**config.mk**
```make
export PLATFORM = sky130hd
export DESIGN_NAME = clipped_rectangle_fill_unit_flat
export DESIGN_NICKNAME = d
export VERILOG_FILES = /design/src/rtl/crf_pkg.sv /design/src/rtl/crf_req_if.sv /design/src/rtl/crf_rsp_if.sv /design/src/rtl/crf_clip.sv /design/src/rtl/crf_walker.sv /design/src/rtl/crf_address.sv /design/src/rtl/clipped_rectangle_fill_unit.sv /design/src/flat_wrapper.sv
export SDC_FILE = /design/constraint.sdc
export NUM_CORES = 1
export LEC_CHECK = 0
export ABC_AREA = 1
export BUFFER_PORTS_ARGS = -buffer_cell sky130_fd_sc_hd__buf_2
export CAP_MARGIN = 20
export CORE_ASPECT_RATIO = 0.75
export CORE_MARGIN = 2
export CORE_UTILIZATION = 30
export DETAILED_ROUTE_END_ITERATION = 8
export SYNTH_ARGS = -nofsm -noshare
export SYNTH_HDL_FRONTEND = slang
export SYNTH_SLANG_ARGS = --single-unit
```
**constraint.sdc**
```tcl
create_clock -name clock -period 11.9 [get_ports clock]
set_input_delay 1.785 -clock clock [delete_from_list [all_inputs] [get_ports clock]]
set_output_delay 1.785 -clock clock [all_outputs]
set_load 0.01 [all_outputs]
```
**src/rtl/crf_pkg.sv**
```systemverilog
`timescale 1ns / 1ps
// ----------------------------------------------------------------------------
// crf_pkg
// Shared types and constants for the clipped rectangle fill unit.
// ----------------------------------------------------------------------------
package crf_pkg;

   // Field and state widths
   localparam int DimW    = 14;   // clip limits, up to the largest surface dimension
   localparam int PosW    = 13;   // pixel positions, 0 .. MaxDim-1
   localparam int CoordW  = 16;
   localparam int ColorW  = 32;
   localparam int PitchW  = 16;
   localparam int BaseW   = 40;
   localparam int AddrW   = 41;
   localparam int CountW  = 3;
   localparam int CsrIdxW = 3;
   localparam int CsrW    = 40;

   // Largest usable surface dimension; bigger register values saturate
   localparam logic [DimW-1:0] MaxDim = 14'd8192;

   // Operation codes
   localparam logic OpStart = 1'b0;
   localparam logic OpStep  = 1'b1;

   // Register indexes
   localparam logic [CsrIdxW-1:0] RegSurfaceWidth  = 3'd0;
   localparam logic [CsrIdxW-1:0] RegSurfaceHeight = 3'd1;
   localparam logic [CsrIdxW-1:0] RegRowPitch      = 3'd2;
   localparam logic [CsrIdxW-1:0] RegFourBytePix   = 3'd3;
   localparam logic [CsrIdxW-1:0] RegSurfaceBase   = 3'd4;

   // Register reset values
   localparam logic [DimW-1:0]   ResetWidth  = 14'd1024;
   localparam logic [DimW-1:0]   ResetHeight = 14'd768;
   localparam logic [PitchW-1:0] ResetPitch  = 16'd4096;
   localparam logic              ResetFour   = 1'b1;
   localparam logic [BaseW-1:0]  ResetBase   = 40'd0;

   // Byte counts
   localparam logic [CountW-1:0] Bytes24 = 3'd3;
   localparam logic [CountW-1:0] Bytes32 = 3'd4;

   typedef struct packed {
      logic [DimW-1:0]   surface_width;
      logic [DimW-1:0]   surface_height;
      logic [PitchW-1:0] row_pitch;
      logic              four_byte_pixels;
      logic [BaseW-1:0]  surface_base;
   } cfg_type;

   typedef struct packed {
      logic                     operation;
      logic signed [CoordW-1:0] rect_x;
      logic signed [CoordW-1:0] rect_y;
      logic signed [CoordW-1:0] rect_w;
      logic signed [CoordW-1:0] rect_h;
      logic [ColorW-1:0]        fill_color;
   } req_item_type;

   // Clipped bounds of a start word
   typedef struct packed {
      logic            nonempty;
      logic [PosW-1:0] first_col;
      logic [PosW-1:0] first_row;
      logic [DimW-1:0] col_limit;
      logic [DimW-1:0] row_limit;
   } clip_type;

   // One pixel write waiting for its address
   typedef struct packed {
      logic [PosW-1:0]   row;
      logic [PosW-1:0]   col;
      logic [ColorW-1:0] color;
      logic              four_byte_pixels;
      logic [PitchW-1:0] row_pitch;
      logic [BaseW-1:0]  surface_base;
      logic              last;
   } job_type;

   // Walker status seen by the top level checks
   typedef struct packed {
      logic            fill_active;
      logic [PosW-1:0] cur_col;
      logic [PosW-1:0] cur_row;
      logic [DimW-1:0] col_limit;
      logic [DimW-1:0] row_limit;
   } walk_status_type;

endpackage

```
**src/rtl/crf_req_if.sv**
```systemverilog
`timescale 1ns / 1ps
// ----------------------------------------------------------------------------
// crf_req_if
// Request channel: start and step words with valid/ready handshake.
// ----------------------------------------------------------------------------
interface crf_req_if;
   logic                             valid;
   logic                             ready;
   logic                             operation;
   logic signed [crf_pkg::CoordW-1:0] rect_x;
   logic signed [crf_pkg::CoordW-1:0] rect_y;
   logic signed [crf_pkg::CoordW-1:0] rect_w;
   logic signed [crf_pkg::CoordW-1:0] rect_h;
   logic [crf_pkg::ColorW-1:0]        fill_color;

   modport source (output valid, operation, rect_x, rect_y, rect_w, rect_h, fill_color,
                   input ready);
   modport sink   (input valid, operation, rect_x, rect_y, rect_w, rect_h, fill_color,
                   output ready);
endinterface

```
**src/rtl/crf_rsp_if.sv**
```systemverilog
`timescale 1ns / 1ps
// ----------------------------------------------------------------------------
// crf_rsp_if
// Response channel: one pixel write word with valid/ready handshake.
// ----------------------------------------------------------------------------
interface crf_rsp_if;
   logic                        valid;
   logic                        ready;
   logic [crf_pkg::AddrW-1:0]   write_address;
   logic [crf_pkg::ColorW-1:0]  write_data;
   logic [crf_pkg::CountW-1:0]  byte_count;
   logic                        last_of_fill;

   modport source (output valid, write_address, write_data, byte_count, last_of_fill,
                   input ready);
   modport sink   (input valid, write_address, write_data, byte_count, last_of_fill,
                   output ready);
endinterface

```
**src/rtl/crf_clip.sv**
```systemverilog
`timescale 1ns / 1ps
// ----------------------------------------------------------------------------
// crf_clip
// Clips a signed request rectangle against the surface dimensions.
// ----------------------------------------------------------------------------
module crf_clip (
   input  crf_pkg::req_item_type item,
   input  logic [crf_pkg::DimW-1:0] surface_width,
   input  logic [crf_pkg::DimW-1:0] surface_height,
   output crf_pkg::clip_type clip
);

   logic signed [17:0] x0, y0, x1, y1, x1_clip, y1_clip, wl, hl;
   logic [crf_pkg::DimW-1:0] wl_sat, hl_sat;

   // Saturate the surface size at the largest dimension
   always_comb begin
      wl_sat = (surface_width  > crf_pkg::MaxDim) ? crf_pkg::MaxDim : surface_width;
      hl_sat = (surface_height > crf_pkg::MaxDim) ? crf_pkg::MaxDim : surface_height;
      wl     = $signed({4'b0000, wl_sat});
      hl     = $signed({4'b0000, hl_sat});
   end

   // Near edges clamp at zero, far edges at the surface size
   always_comb begin
      x0 = item.rect_x[15] ? 18'sd0 : $signed({{2{item.rect_x[15]}}, item.rect_x});
      y0 = item.rect_y[15] ? 18'sd0 : $signed({{2{item.rect_y[15]}}, item.rect_y});
      x1 = $signed({{2{item.rect_x[15]}}, item.rect_x})
         + $signed({{2{item.rect_w[15]}}, item.rect_w});
      y1 = $signed({{2{item.rect_y[15]}}, item.rect_y})
         + $signed({{2{item.rect_h[15]}}, item.rect_h});
      x1_clip = (x1 > wl) ? wl : x1;
      y1_clip = (y1 > hl) ? hl : y1;
   end

   // Bounds are only meaningful when the rectangle is not empty
   always_comb begin
      clip.nonempty  = (x0 < x1_clip) && (y0 < y1_clip);
      clip.first_col = x0[crf_pkg::PosW-1:0];
      clip.first_row = y0[crf_pkg::PosW-1:0];
      clip.col_limit = x1_clip[crf_pkg::DimW-1:0];
      clip.row_limit = y1_clip[crf_pkg::DimW-1:0];
   end

endmodule

```
**src/rtl/crf_walker.sv**
```systemverilog
`timescale 1ns / 1ps
// ----------------------------------------------------------------------------
// crf_walker
// Holds the fill bounds and raster position, and issues one pixel job per
// step word during an active fill into the job register.
// ----------------------------------------------------------------------------
module crf_walker (
   input  logic                  clock,
   input  logic                  reset,
   input  logic                  accept,
   input  crf_pkg::req_item_type item,
   input  crf_pkg::clip_type     clip,
   input  crf_pkg::cfg_type      cfg,
   input  logic                  job_take,
   output crf_pkg::job_type      job,
   output logic                  job_valid,
   output crf_pkg::walk_status_type status
);

   logic                       active_ff, active_in;
   logic [crf_pkg::PosW-1:0]   col_ff, col_in, row_ff, row_in, first_ff, first_in;
   logic [crf_pkg::DimW-1:0]   col_lim_ff, col_lim_in, row_lim_ff, row_lim_in;
   logic [crf_pkg::ColorW-1:0] color_ff, color_in;
   crf_pkg::job_type           job_ff, job_in;
   logic                       job_vld_ff, job_vld_in;
   logic                       step, start, row_end, last, issue;

   assign start = accept && (item.operation == crf_pkg::OpStart);
   assign step  = accept && (item.operation == crf_pkg::OpStep);
   assign issue = step && active_ff;

   // End-of-row and end-of-fill tests
   always_comb begin
      row_end = ({1'b0, col_ff} + 14'd1) >= col_lim_ff;
      last    = row_end && (({1'b0, row_ff} + 14'd1) >= row_lim_ff);
   end

   // Fill state update
   always_comb begin
      active_in  = active_ff;
      col_in     = col_ff;
      row_in     = row_ff;
      first_in   = first_ff;
      col_lim_in = col_lim_ff;
      row_lim_in = row_lim_ff;
      color_in   = color_ff;
      if (start) begin
         color_in  = item.fill_color;
         active_in = clip.nonempty;
         if (clip.nonempty) begin
            first_in   = clip.first_col;
            col_in     = clip.first_col;
            row_in     = clip.first_row;
            col_lim_in = clip.col_limit;
            row_lim_in = clip.row_limit;
         end
      end else if (issue) begin
         if (last) begin
            active_in = 1'b0;
         end else if (row_end) begin
            col_in = first_ff;
            row_in = row_ff + 13'd1;
         end else begin
            col_in = col_ff + 13'd1;
         end
      end
   end

   // Job register: snapshot of the current pixel and per-step config
   always_comb begin
      job_in.row              = row_ff;
      job_in.col              = col_ff;
      job_in.color            = color_ff;
      job_in.four_byte_pixels = cfg.four_byte_pixels;
      job_in.row_pitch        = cfg.row_pitch;
      job_in.surface_base     = cfg.surface_base;
      job_in.last             = last;
      job_vld_in = issue ? 1'b1 : (job_take ? 1'b0 : job_vld_ff);
   end

   always_ff @(posedge clock) begin
      if (reset) begin
         active_ff  <= 1'b0;
         col_ff     <= '0;
         row_ff     <= '0;
         first_ff   <= '0;
         col_lim_ff <= '0;
         row_lim_ff <= '0;
         color_ff   <= '0;
         job_vld_ff <= 1'b0;
      end else begin
         active_ff  <= active_in;
         col_ff     <= col_in;
         row_ff     <= row_in;
         first_ff   <= first_in;
         col_lim_ff <= col_lim_in;
         row_lim_ff <= row_lim_in;
         color_ff   <= color_in;
         job_vld_ff <= job_vld_in;
      end
   end

   always_ff @(posedge clock) begin
      if (issue) begin
         job_ff <= job_in;
      end
   end

   assign job       = job_ff;
   assign job_valid = job_vld_ff;

   always_comb begin
      status.fill_active = active_ff;
      status.cur_col     = col_ff;
      status.cur_row     = row_ff;
      status.col_limit   = col_lim_ff;
      status.row_limit   = row_lim_ff;
   end

endmodule

```
**src/rtl/crf_address.sv**
```systemverilog
`timescale 1ns / 1ps
// ----------------------------------------------------------------------------
// crf_address
// Forms the byte address, data and byte count of a pixel job and holds the
// result in the output register until the receiver takes it.
// ----------------------------------------------------------------------------
module crf_address (
   input  logic             clock,
   input  logic             reset,
   input  crf_pkg::job_type job,
   input  logic             job_valid,
   input  logic             out_ready,
   output logic             job_take,
   output logic             out_valid,
   output logic [crf_pkg::AddrW-1:0]  write_address,
   output logic [crf_pkg::ColorW-1:0] write_data,
   output logic [crf_pkg::CountW-1:0] byte_count,
   output logic             last_of_fill
);

   logic                        out_vld_ff, out_vld_in, advance;
   logic [28:0]                 row_offset;
   logic [14:0]                 col_offset;
   logic [crf_pkg::AddrW-1:0]   addr_in, addr_ff;
   logic [crf_pkg::ColorW-1:0]  data_in, data_ff;
   logic [crf_pkg::CountW-1:0]  count_in, count_ff;
   logic                        last_ff;

   // The output register frees up when empty or when its word is taken
   assign advance  = !out_vld_ff || out_ready;
   assign job_take = advance && job_valid;

   // base + row*pitch + col*bytes; the address width holds the full sum
   always_comb begin
      row_offset = {16'd0, job.row} * {13'd0, job.row_pitch};
      col_offset = job.four_byte_pixels ? {job.col, 2'b00}
                                        : ({1'b0, job.col, 1'b0} + {2'b00, job.col});
      addr_in  = {1'b0, job.surface_base} + {12'd0, row_offset} + {26'd0, col_offset};
      data_in  = job.four_byte_pixels ? job.color : {8'h00, job.color[23:0]};
      count_in = job.four_byte_pixels ? crf_pkg::Bytes32 : crf_pkg::Bytes24;
      out_vld_in = advance ? job_valid : out_vld_ff;
   end

   always_ff @(posedge clock) begin
      if (reset) begin
         out_vld_ff <= 1'b0;
      end else begin
         out_vld_ff <= out_vld_in;
      end
   end

   always_ff @(posedge clock) begin
      if (job_take) begin
         addr_ff  <= addr_in;
         data_ff  <= data_in;
         count_ff <= count_in;
         last_ff  <= job.last;
      end
   end

   assign out_valid     = out_vld_ff;
   assign write_address = addr_ff;
   assign write_data    = data_ff;
   assign byte_count    = count_ff;
   assign last_of_fill  = last_ff;

endmodule

```
**src/rtl/clipped_rectangle_fill_unit.sv**
```systemverilog
`timescale 1ns / 1ps
// ----------------------------------------------------------------------------
// clipped_rectangle_fill_unit
// Clipped rectangle fill engine: one pixel write per step word during a fill.
// ----------------------------------------------------------------------------
// Usage:
//   req_port carries start words (operation 0: rectangle and color) and step
//   words (operation 1). A start clips the rectangle to the surface and arms
//   the fill; it gives no response. Each step while a fill is armed gives one
//   pixel write on rsp_port in raster order; the final one has last_of_fill
//   set. Steps while idle give nothing. A start during a fill replaces it.
//   csr_we/csr_index/csr_wdata write the surface registers; write them only
//   while no fill word is in flight. Clip bounds are taken at start, pitch,
//   base and pixel size at each step.
// Pipeline and throughput:
//   One word per cycle while rsp_port.ready is high. A step is held first in
//   the job register, then in the output register, which the row*pitch
//   multiply and the address add feed.
// Reset and stall:
//   Synchronous reset clears the fill state and both pipeline stages and
//   loads the register defaults. When rsp_port.ready is low the output word
//   holds; the job register still takes one more step, then req_port.ready
//   drops until the output moves.
// ----------------------------------------------------------------------------
module clipped_rectangle_fill_unit (
   input  logic                          clock,
   input  logic                          reset,
   crf_req_if.sink                       req_port,
   crf_rsp_if.source                     rsp_port,
   input  logic                          csr_we,
   input  logic [crf_pkg::CsrIdxW-1:0]   csr_index,
   input  logic [crf_pkg::CsrW-1:0]      csr_wdata
);

   crf_pkg::cfg_type          cfg_ff, cfg_in;
   crf_pkg::req_item_type     item;
   crf_pkg::clip_type         clip;
   crf_pkg::job_type          job;
   crf_pkg::walk_status_type  status;
   logic                      job_valid, job_take, accept;

   // Configuration registers
   always_comb begin
      cfg_in = cfg_ff;
      if (csr_we) begin
         case (csr_index)
            crf_pkg::RegSurfaceWidth:  cfg_in.surface_width    = csr_wdata[crf_pkg::DimW-1:0];
            crf_pkg::RegSurfaceHeight: cfg_in.surface_height   = csr_wdata[crf_pkg::DimW-1:0];
            crf_pkg::RegRowPitch:      cfg_in.row_pitch        = csr_wdata[crf_pkg::PitchW-1:0];
            crf_pkg::RegFourBytePix:   cfg_in.four_byte_pixels = csr_wdata[0];
            crf_pkg::RegSurfaceBase:   cfg_in.surface_base     = csr_wdata[crf_pkg::BaseW-1:0];
            default:                   cfg_in = cfg_ff;
         endcase
      end
   end

   always_ff @(posedge clock) begin
      if (reset) begin
         cfg_ff.surface_width    <= crf_pkg::ResetWidth;
         cfg_ff.surface_height   <= crf_pkg::ResetHeight;
         cfg_ff.row_pitch        <= crf_pkg::ResetPitch;
         cfg_ff.four_byte_pixels <= crf_pkg::ResetFour;
         cfg_ff.surface_base     <= crf_pkg::ResetBase;
      end else begin
         cfg_ff <= cfg_in;
      end
   end

   // Request word unpack and handshake
   always_comb begin
      item.operation  = req_port.operation;
      item.rect_x     = req_port.rect_x;
      item.rect_y     = req_port.rect_y;
      item.rect_w     = req_port.rect_w;
      item.rect_h     = req_port.rect_h;
      item.fill_color = req_port.fill_color;
   end

   assign req_port.ready = !job_valid || job_take;
   assign accept         = req_port.valid && req_port.ready;

   crf_clip u_clip (
      .item           (item),
      .surface_width  (cfg_ff.surface_width),
      .surface_height (cfg_ff.surface_height),
      .clip           (clip)
   );

   crf_walker u_walker (
      .clock     (clock),
      .reset     (reset),
      .accept    (accept),
      .item      (item),
      .clip      (clip),
      .cfg       (cfg_ff),
      .job_take  (job_take),
      .job       (job),
      .job_valid (job_valid),
      .status    (status)
   );

   crf_address u_address (
      .clock         (clock),
      .reset         (reset),
      .job           (job),
      .job_valid     (job_valid),
      .out_ready     (rsp_port.ready),
      .job_take      (job_take),
      .out_valid     (rsp_port.valid),
      .write_address (rsp_port.write_address),
      .write_data    (rsp_port.write_data),
      .byte_count    (rsp_port.byte_count),
      .last_of_fill  (rsp_port.last_of_fill)
   );

   // Checks
   a_active_in_bounds: assert property (@(posedge clock) disable iff (reset)
      status.fill_active |-> ({1'b0, status.cur_col} < status.col_limit)
                          && ({1'b0, status.cur_row} < status.row_limit))
      else $error("fill position outside its bounds");

   a_last_ends_fill: assert property (@(posedge clock) disable iff (reset)
      (accept && item.operation == crf_pkg::OpStep && status.fill_active
       && ({1'b0, status.cur_col} + 14'd1 >= status.col_limit)
       && ({1'b0, status.cur_row} + 14'd1 >= status.row_limit))
      |=> !status.fill_active)
      else $error("fill still active after its last pixel");

   a_output_has_source: assert property (@(posedge clock) disable iff (reset)
      rsp_port.valid |-> $past(job_valid) || $past(rsp_port.valid))
      else $error("response word without a job");

   a_stall_only_when_full: assert property (@(posedge clock) disable iff (reset)
      !req_port.ready |-> job_valid && rsp_port.valid && !rsp_port.ready)
      else $error("request stalled with room in the pipeline");

endmodule
```
**src/flat_wrapper.sv**
```systemverilog
// flat-port wrapper written by rule: the top's interface ports become plain ports
module clipped_rectangle_fill_unit_flat 
  (clock, reset, csr_we, csr_index, csr_wdata, req_port_valid, req_port_operation, req_port_rect_x, req_port_rect_y, req_port_rect_w, req_port_rect_h, req_port_fill_color, req_port_ready, rsp_port_valid, rsp_port_write_address, rsp_port_write_data, rsp_port_byte_count, rsp_port_last_of_fill, rsp_port_ready);
  crf_req_if req_port_i ();
  crf_rsp_if rsp_port_i ();
  input  logic clock;
  input  logic reset;
  input  logic csr_we;
  input  logic [crf_pkg::CsrIdxW-1:0] csr_index;
  input  logic [crf_pkg::CsrW-1:0] csr_wdata;
  input wire logic [$bits(req_port_i.valid)-1:0] req_port_valid;
  input wire logic [$bits(req_port_i.operation)-1:0] req_port_operation;
  input wire logic [$bits(req_port_i.rect_x)-1:0] req_port_rect_x;
  input wire logic [$bits(req_port_i.rect_y)-1:0] req_port_rect_y;
  input wire logic [$bits(req_port_i.rect_w)-1:0] req_port_rect_w;
  input wire logic [$bits(req_port_i.rect_h)-1:0] req_port_rect_h;
  input wire logic [$bits(req_port_i.fill_color)-1:0] req_port_fill_color;
  output wire logic [$bits(req_port_i.ready)-1:0] req_port_ready;
  output wire logic [$bits(rsp_port_i.valid)-1:0] rsp_port_valid;
  output wire logic [$bits(rsp_port_i.write_address)-1:0] rsp_port_write_address;
  output wire logic [$bits(rsp_port_i.write_data)-1:0] rsp_port_write_data;
  output wire logic [$bits(rsp_port_i.byte_count)-1:0] rsp_port_byte_count;
  output wire logic [$bits(rsp_port_i.last_of_fill)-1:0] rsp_port_last_of_fill;
  input wire logic [$bits(rsp_port_i.ready)-1:0] rsp_port_ready;
  assign req_port_i.valid = req_port_valid;
  assign req_port_i.operation = req_port_operation;
  assign req_port_i.rect_x = req_port_rect_x;
  assign req_port_i.rect_y = req_port_rect_y;
  assign req_port_i.rect_w = req_port_rect_w;
  assign req_port_i.rect_h = req_port_rect_h;
  assign req_port_i.fill_color = req_port_fill_color;
  assign req_port_ready = req_port_i.ready;
  assign rsp_port_valid = rsp_port_i.valid;
  assign rsp_port_write_address = rsp_port_i.write_address;
  assign rsp_port_write_data = rsp_port_i.write_data;
  assign rsp_port_byte_count = rsp_port_i.byte_count;
  assign rsp_port_last_of_fill = rsp_port_i.last_of_fill;
  assign rsp_port_i.ready = rsp_port_ready;
  clipped_rectangle_fill_unit u_core (.clock(clock), .reset(reset), .req_port(req_port_i), .rsp_port(rsp_port_i), .csr_we(csr_we), .csr_index(csr_index), .csr_wdata(csr_wdata));
endmodule
```
==> out/qor.yml, run 1 <==
clocking:
  clk_latency_ps: 590
  clock_path_buffers: 3
  cts_sinks: 379
  numCtsBuffers: 44
  tritoncts: "yes"
  cts_setup_buffers: 0
  htree_levels: 2
  root_buffer: "clkbuf_16"
  cts_hold_repair.buffers: 0
  cts_resized: 0
  clk_pin_slew_ps: 60
floorplanning:
  dieWidth_um: 349.3
  fp-row-count: 94
  ios: 224
  die_h_um: 263.0
  core_um2: 88210
  die_area_um2: 91880
  start_util_pct: 30.42
worst_setup_path:
  critPathSlowestCell: "fa_1"
  crit_path_max_incr_delay_ps: 540
  crit-reg2reg-launch: "u_core.u_walker.job[92]$_DFFE_PP_"
  critical_path_class: "register to register"
  required_ps: 12230
  crit_start: "u_core.u_walker.job[92]$_DFFE_PP_"
  start_kind: "register"
  r2r_end: "u_core.u_address.write_address[37]$_DFFE_PP_"
  ff2ff_path_depth: 33
  r2r_setup_slack_ps: 4060
  crit_end: "u_core.u_address.write_address[37]$_DFFE_PP_"
  crit_fanout: 5
  cp.arrival_ps: 8180
  endpoint_kind: "register"
routing:
  vias: 20890
  wl_per_cell_um: 15.59
  drt_wl_total_mm: 70.56
  first_iter_violations: 1533
  via_per_inst: 4.615
  postRouteAntennaNets: 0
  first_pass_iters: 5
  drcViolationCount: 0
power_and_ir_drop:
  ir_drop_uv: 150.8
  cellPowerDensity_nw_per_um2: 199.9
  p_leak_nw: 14.58
timing:
  rsz0062_at_grt: "no"
  slew_violations: 0
  hold_violations: 0
  hold_ws_ps: 392.6
  slew_headroom_pct: 28.87
  clock_skew_ps: 41.73
  fmaxAchievable_mhz: 127.5
  fin_crit_sh_pct: 65.90
  tightestPinTransition_ps: 1065
  tns_ps: 0
  setup-violations-final: 0
  post-route-min-period_ps: 7842
job:
  drv_cap: 0
logic_synthesis:
  ys.warnings.count: 0
  ys_types: 50
  synth_edf_count: 192
  ys_ff_latch: 379
  yosysSeqAreaShare_pct: 35.44
  syn-num-nets: 3734
  synthArstFlopShare_pct: 0
  avgSynthCellArea_um2: 8.470
  syn_area_um2: 26830
  synth_flop_cell: "edfxtp_1"
  syn_inst: 3168
worst_hold_path:
  hold_path.class: "register to register"
layout:
  drive_above_1_share_pct: 10.47
  syn_to_final_growth_pct: 14.23
  nNetsFinal: 3904
  antenna_cells: 0
placed_design:
  portBuffers: 223
  place.gp.congestion: 0.8891
  dp_hpwl_mm: 54.63
global_route:
  grt_overflow: 0
  antenna_found_initial: 3
  grt_pass1_wl_mm: 111.4
  grt_usage_pct: 15.20
  grt_pass1_vias: 20070
  grt_max_degree: 101
outcome:
  status: "complete, no violations"
-- synthesized netlist by cell type (2+ instances only) --
cell type,count,area [um^2]
clkbuf_1,94,352.8
and2_1,3,18.77
fa_1,198,3964
a31oi_1,16,100.1
buf_4,5,37.54
buf_6,5,56.30
a21o_1,5,37.54
buf_2,3,15.01
nor2_1,316,1186
o221ai_1,3,26.28
nand2_1,677,2541
dfxtp_1,187,3744
inv_1,528,1982
nor3_1,15,75.07
edfxtp_1,192,5766
o211ai_1,17,127.6
a211oi_2,12,150.1
o21bai_1,7,52.55
ha_1,223,2790
nand3b_1,16,120.1
nand3_1,86,430.4
nand2_2,5,31.28
a21boi_0,2,15.01
or2_2,7,43.79
nand4_1,19,118.9
o21bai_2,2,22.52
a21oi_1,191,955.9
clkinv_1,4,15.01
o21ai_0,170,850.8
xnor2_1,26,227.7
nand3_2,3,30.03
or2_1,3,18.77
nor4_1,4,25.02
inv_2,5,18.77
o21ai_1,37,185.2
nand3_4,2,35.03
o31ai_1,4,30.03
buf_1,10,37.54
xor2_1,55,481.7
-- cell usage in the layout, fill, tap and decap left out, types with 16 or more instances in the layout --
cell	count
a21oi_1	190
a31oi_1	16
buf_2	223
buf_4	17
clkbuf_16	49
dfxtp_1	187
edfxtp_1	192
fa_1	198
ha_1	223
inv_1	527
nand2_1	677
nand3_1	85
nand3b_1	16
nand4_1	19
nor2_1	315
o211ai_1	17
o21ai_0	170
o21ai_1	37
xnor2_1	26
xor2_1	55
-- cell families (layout without fill, tap and decap cells) --
kind of cell | count (synthesis) | after routing | share of synthesized area (%)
fa+ha+maj | 421 | 421 | 25.17
mux | 1 | 1 | 0.03730
simple gates | 1159 | 1159 | 17.57
flops | 379 | 379 | 35.44
buf+inv | 654 | 859 | 9.372
xor+xnor | 81 | 81 | 2.644
compound gates | 473 | 473 | 9.769
-- metrics by stage --
step | instance area [um^2] | instances | utilization (%) | setup slack [ps] | power (W)
after floorplan | 26830 | 3168 | - | 4311 | 0.003989
after global placement | 29040 | 4443 | 32.93 | 3913 | 0.004652
after detailed placement | 29040 | 4443 | 32.93 | 3765 | 0.004686
after CTS | 30620 | 4524 | 34.72 | 3982 | 0.006183
after global routing | 30650 | 4525 | 34.75 | 3442 | 0.006689
final | 30650 | 4525 | 34.75 | 4058 | 0.006126
-- critical path: cells and delay by family, from the launching register on --
family          cells  cell delay, ps
simple gates        7             640
xor+xnor            2             200
flops               1             470
compound gates     11            2260
buf+inv             5             300
fa+ha+maj           8            3720
-- state kept, by name, summed over array words and instances (netlist names), 14 cells and up --
signal                          flops
u_core.u_walker.col_lim_ff         14
u_core.u_address.write_address     41
u_core.u_walker.color_ff           32
u_core.cfg_ff                      85
u_core.u_walker.row_lim_ff         14
u_core.u_walker.job               116
u_core.u_address.write_data        32
-- final cells by class --
class	instances	area, um^2
Fill cell	9158	57560
Multi-Input combinational cell	2135	14830
Sequential cell	379	9509
Inverter	537	2017
Tap cell	1152	1441
Clock buffer	65	1316
Timing Repair Buffer	241	1271
Clock inverter	16	262.8
-- power by group --
part / switching (W) / leakage [nW] / internal (W)
Combinational: 0.00184 / 10.6 / 0.00115
Clock: 0.000555 / 0.766 / 0.000902
Sequential: 0.0000878 / 3.24 / 0.00159
-- metal layers --
| metal | wire, um | up-vias | GRT usage, % |
|---|---|---|---|
| met1 | 35520 | 9866 | 23.03 |
| met5 | 13 | - | 0 |
| li1 | - | 10410 | - |
| met3 | 4155 | 77 | 2.607 |
| met4 | 1153 | 2 | 2.924 |
| met2 | 29730 | 529 | 22.58 |
-- worst min-delay path by stage --
stage                                                      to                               from  depth (start not counted)
floorplan             u_core.u_address.last_of_fill$_DFFE_PP_   u_core.u_walker.job[0]$_DFFE_PP_                          0
global placement    u_core.u_address.write_data[20]$_DFFE_PP_  u_core.u_walker.job[78]$_DFFE_PP_                          0
detailed placement  u_core.u_address.write_data[20]$_DFFE_PP_  u_core.u_walker.job[78]$_DFFE_PP_                          0
CTS                         u_core.u_walker.job[50]$_DFFE_PP_     u_core.cfg_ff[50]$_SDFFE_PP0P_                          0
global route                u_core.u_walker.job[50]$_DFFE_PP_     u_core.cfg_ff[50]$_SDFFE_PP0P_                          0
finish                      u_core.u_walker.job[50]$_DFFE_PP_     u_core.cfg_ff[50]$_SDFFE_PP0P_                          0
(Power assumes the default switching activity.)
==> run 2: changes to the inputs <==
Settings changed: ABC_AREA 1 to 0.
Clock period 11.9 ns to 7.7 ns, I/O delays scaled along.
==> out/qor.yml, run 2 <==
outcome:
  status: "finished, violations left"
  violations: "negative setup slack"
worst_setup_path:
  crit_fanout: 3  # -2
  cpMostUsedCell: "fa_1"
  endpoint_kind: "register"
  required_ps: 8020  # -4210 ps
  crit-reg2reg-launch: "u_core.u_walker.job[90]$_DFFE_PP_"
  cp.arrival_ps: 8640  # +460 ps
  start_kind: "register"
  critical_path_class: "register to register"
  crit_path_max_incr_delay_ps: 540  # about the same
  crit_start: "u_core.u_walker.job[90]$_DFFE_PP_"
  critPathSlowestCell: "fa_2"
routing:
  vias: 20220  # -3.2%
  first_iter_violations: 1406  # -8.3%
  via_per_inst: 4.745  # +2.8%
  drcViolationCount: 0  # unchanged
  first_pass_iters: 5  # unchanged
  postRouteAntennaNets: 0  # unchanged
  drt_wl_total_mm: 72.88  # +3.3%
  wl_per_cell_um: 17.10  # +9.7%
worst_hold_path:
  hold_start: "u_core.cfg_ff[49]$_SDFFE_PP0P_"
  hold_path.class: "register to register"
timing:
  fin_crit_sh_pct: 108.1  # +42 points
  slew_violations: 0  # unchanged
  tightestPinTransition_ps: 1026  # -38.78 ps
  hold_violations: 0  # unchanged
  rsz0062_at_grt: "yes"
  setup-violations-final: 11  # +11
  layout_setup_ws_ps: -621.0  # -4679 ps
  fmaxAchievable_mhz: 120.2  # -5.8%
  hold_ws_ps: 414.4  # +21.81 ps
  slew_headroom_pct: 31.61  # +2.7 points
  post-route-min-period_ps: 8321  # +478.6 ps
  clock_skew_ps: 34.73  # -6.992 ps
  tns_ps: -4059  # -4059 ps
power_and_ir_drop:
  p_seq_share_pct: 22.7  # -4.7 points
  p_total_w: 0.01179  # +92%
  ir_drop_uv: 510.4  # +240%
  clock_power_share_pct: 18.8  # -5.0 points
  p_int_w: 0.007127  # +96%
  combPwrFrac_pct: 58.5  # +9.6 points
  p_leak_nw: 13.51  # -7.3%
  p_switching_w: 0.004660  # +88%
  switching_share_pct: 39.53  # -0.99 points
  cellPowerDensity_nw_per_um2: 373.0  # +87%
clocking:
  clk_pin_slew_ps: 80  # +20 ps
  root_buffer: "clkbuf_16"
  numCtsBuffers: 42  # -4.5%
  clock_path_buffers: 3  # unchanged
  cts_hold_repair.buffers: 0  # unchanged
  tritoncts: "yes"
  clk_latency_ps: 600  # about the same
  cts_sinks: 379  # unchanged
  htree_levels: 2  # unchanged
layout:
  final_common_cell: "nand2_1"
  drive_above_1_share_pct: 17.04  # +6.6 points
  fill_cells: 8869  # -3.2%
  final_cell_mix: "nand2_1, inv_1, buf_2"
  syn_to_final_growth_pct: 19.16
  antenna_cells: 0  # unchanged
  nNetsFinal: 3642  # -6.7%
  largest_reg_flops: 116  # unchanged
  final_cells: 4262  # -5.8%
global_route:
  antenna_found_initial: 6  # +3
  grt_usage_pct: 15.94  # +0.74 points
  grt_overflow: 0  # unchanged
  grt_pass1_wl_mm: 114.1  # +2.4%
  grt_pass1_vias: 19750  # -1.6%
  grt_max_degree: 104  # +3.0%
floorplanning:
  core_um2: 87620  # -0.67%
  die_h_um: 261.5  # -0.58%
  fp-row-count: 94  # unchanged
  dieWidth_um: 347.3  # -0.58%
  start_util_pct: 30.26  # -0.16 points
  die_area_um2: 90810  # -1.2%
  ios: 224  # unchanged
logic_synthesis:
  ys.warnings.count: 0  # unchanged
  ys_types: 79  # +58%
  ys_ff_latch: 379  # unchanged
  syn_inst: 2786  # -12%
  syn-num-nets: 3352  # -10%
  synth_edf_count: 192  # unchanged
  synth_common_cells: "nand2_1, inv_1, a21oi_1, ha_1, fa_1"
  avgSynthCellArea_um2: 9.518  # +12%
  synth_flop_cell: "edfxtp_1"
  synthArstFlopShare_pct: 0  # unchanged
  synthTopCellsByArea: "edfxtp_1, fa_1, dfxtp_1"
  yosysTopAreaCellShare_pct: 21.74  # +0.26 points
  yosysTopAreaCell: "edfxtp_1"
  syn_area_um2: 26520  # -1.2%
  yosysMostFrequentCell: "nand2_1"
  yosysSeqAreaShare_pct: 35.86  # +0.42 points
placed_design:
  place_ws_ps: -642.0  # -4407 ps
  place_inst: 4166  # -6.2%
  portBuffers: 223  # unchanged
  place.gp.congestion: 0.8939  # +0.54%
  dp_hpwl_mm: 56.01  # +2.5%
job:
  drv_cap: 0  # unchanged
## run 2: cell count changes in the layout (fill, tap and decap cells not counted), moves of 36 or more
cell / change
nand3_1: -54
o21ai_0: -121
inv_1: -232
nor2_1: -212
a21o_1: +36
and2_1: +80
buf_4: +117
a211oi_1: +37
nor2b_1: +61
nand2_1: -175
## run 2: power groups by stage
stage,Clock [W],Sequential (W),Combinational (W)
after floorplan,0,0.00268,0.00435
after global placement,0,0.00272,0.00632
after detailed placement,0,0.00272,0.00639
after CTS,0.00228,0.00267,0.00661
after global routing,0.00236,0.00269,0.00777
final,0.00221,0.00267,0.00690
## run 2: final cells by class
cell class                 instances  area [um^2]  area share, %
sequential                       379         9509          30.09
timing repair buffer             365         2262          7.159
tap                             1152         1441          4.561
clock buffer                      60         1242          3.932
inverter                         310         1166          3.690
clock inverter                    18        284.0         0.8988
multi-input combinational       1978        15690          49.67
## run 2: through the flow
stage / utilization [%] / area, um^2
final: 36.06 / 31600
after global routing: 36.06 / 31600
after CTS: 35.79 / 31360
after detailed placement: 33.87 / 29680
after global placement: 33.87 / 29680
after floorplan: - / 26620
## run 2: final timing paths
path / endpoint / slack (ps) / cells after the start
hold reg to reg: u_core.u_walker.job[49]$_DFFE_PP_ / 410 / 0
hold / removal: u_core.u_walker.job[49]$_DFFE_PP_ / 410 / 0
setup reg to reg: u_core.u_address.write_address[40]$_DFFE_PP_ / -620 / 34
setup / recovery: u_core.u_address.write_address[40]$_DFFE_PP_ / -620 / 34
## run 2: critical path, delay by kind of cell, from the launching register on
kind / cells / cell delay [ps]
AOI/OAI and AO/OA: 15 / 2740
DFF: 1 / 410
buffers and inverters: 4 / 170
adders and majority gates: 9 / 3900
xor gates and xnor gates: 1 / 130
and+or+nand+nor: 5 / 700
## run 2: repair_timing
| action | in CTS | in global routing |
|---|---|---|
| setup endpoints to repair | 14 | 70 |
| pin swaps | 26 | 49 |
| gates resized for setup | 22 | 50 |
| cloned | 0 | 0 |
| setup buffers | 12 | 7 |
## run 2: metal layers
| metal | track usage (%) | up-vias | part of all wire [%] |
|---|---|---|---|
| li1 | - | 9923 | - |
| met1 | 23.81 | 9698 | 50 |
| met2 | 23.69 | 512 | 42 |
| met3 | 3.104 | 83 | 6.6 |
| met4 | 3.454 | 8 | 1.8 |
| met5 | 0 | - | 0.059 |
## run 2: cell families after synthesis
logic type,share of synthesized area [%]
multiplexers,1.095
flip-flops,35.86
XOR/XNOR,3.090
AND/OR/NAND/NOR,15.91
adder cells (fa/ha/maj),25.51
buffers and inverters,6.313
AO/OA/AOI/OAI,12.23
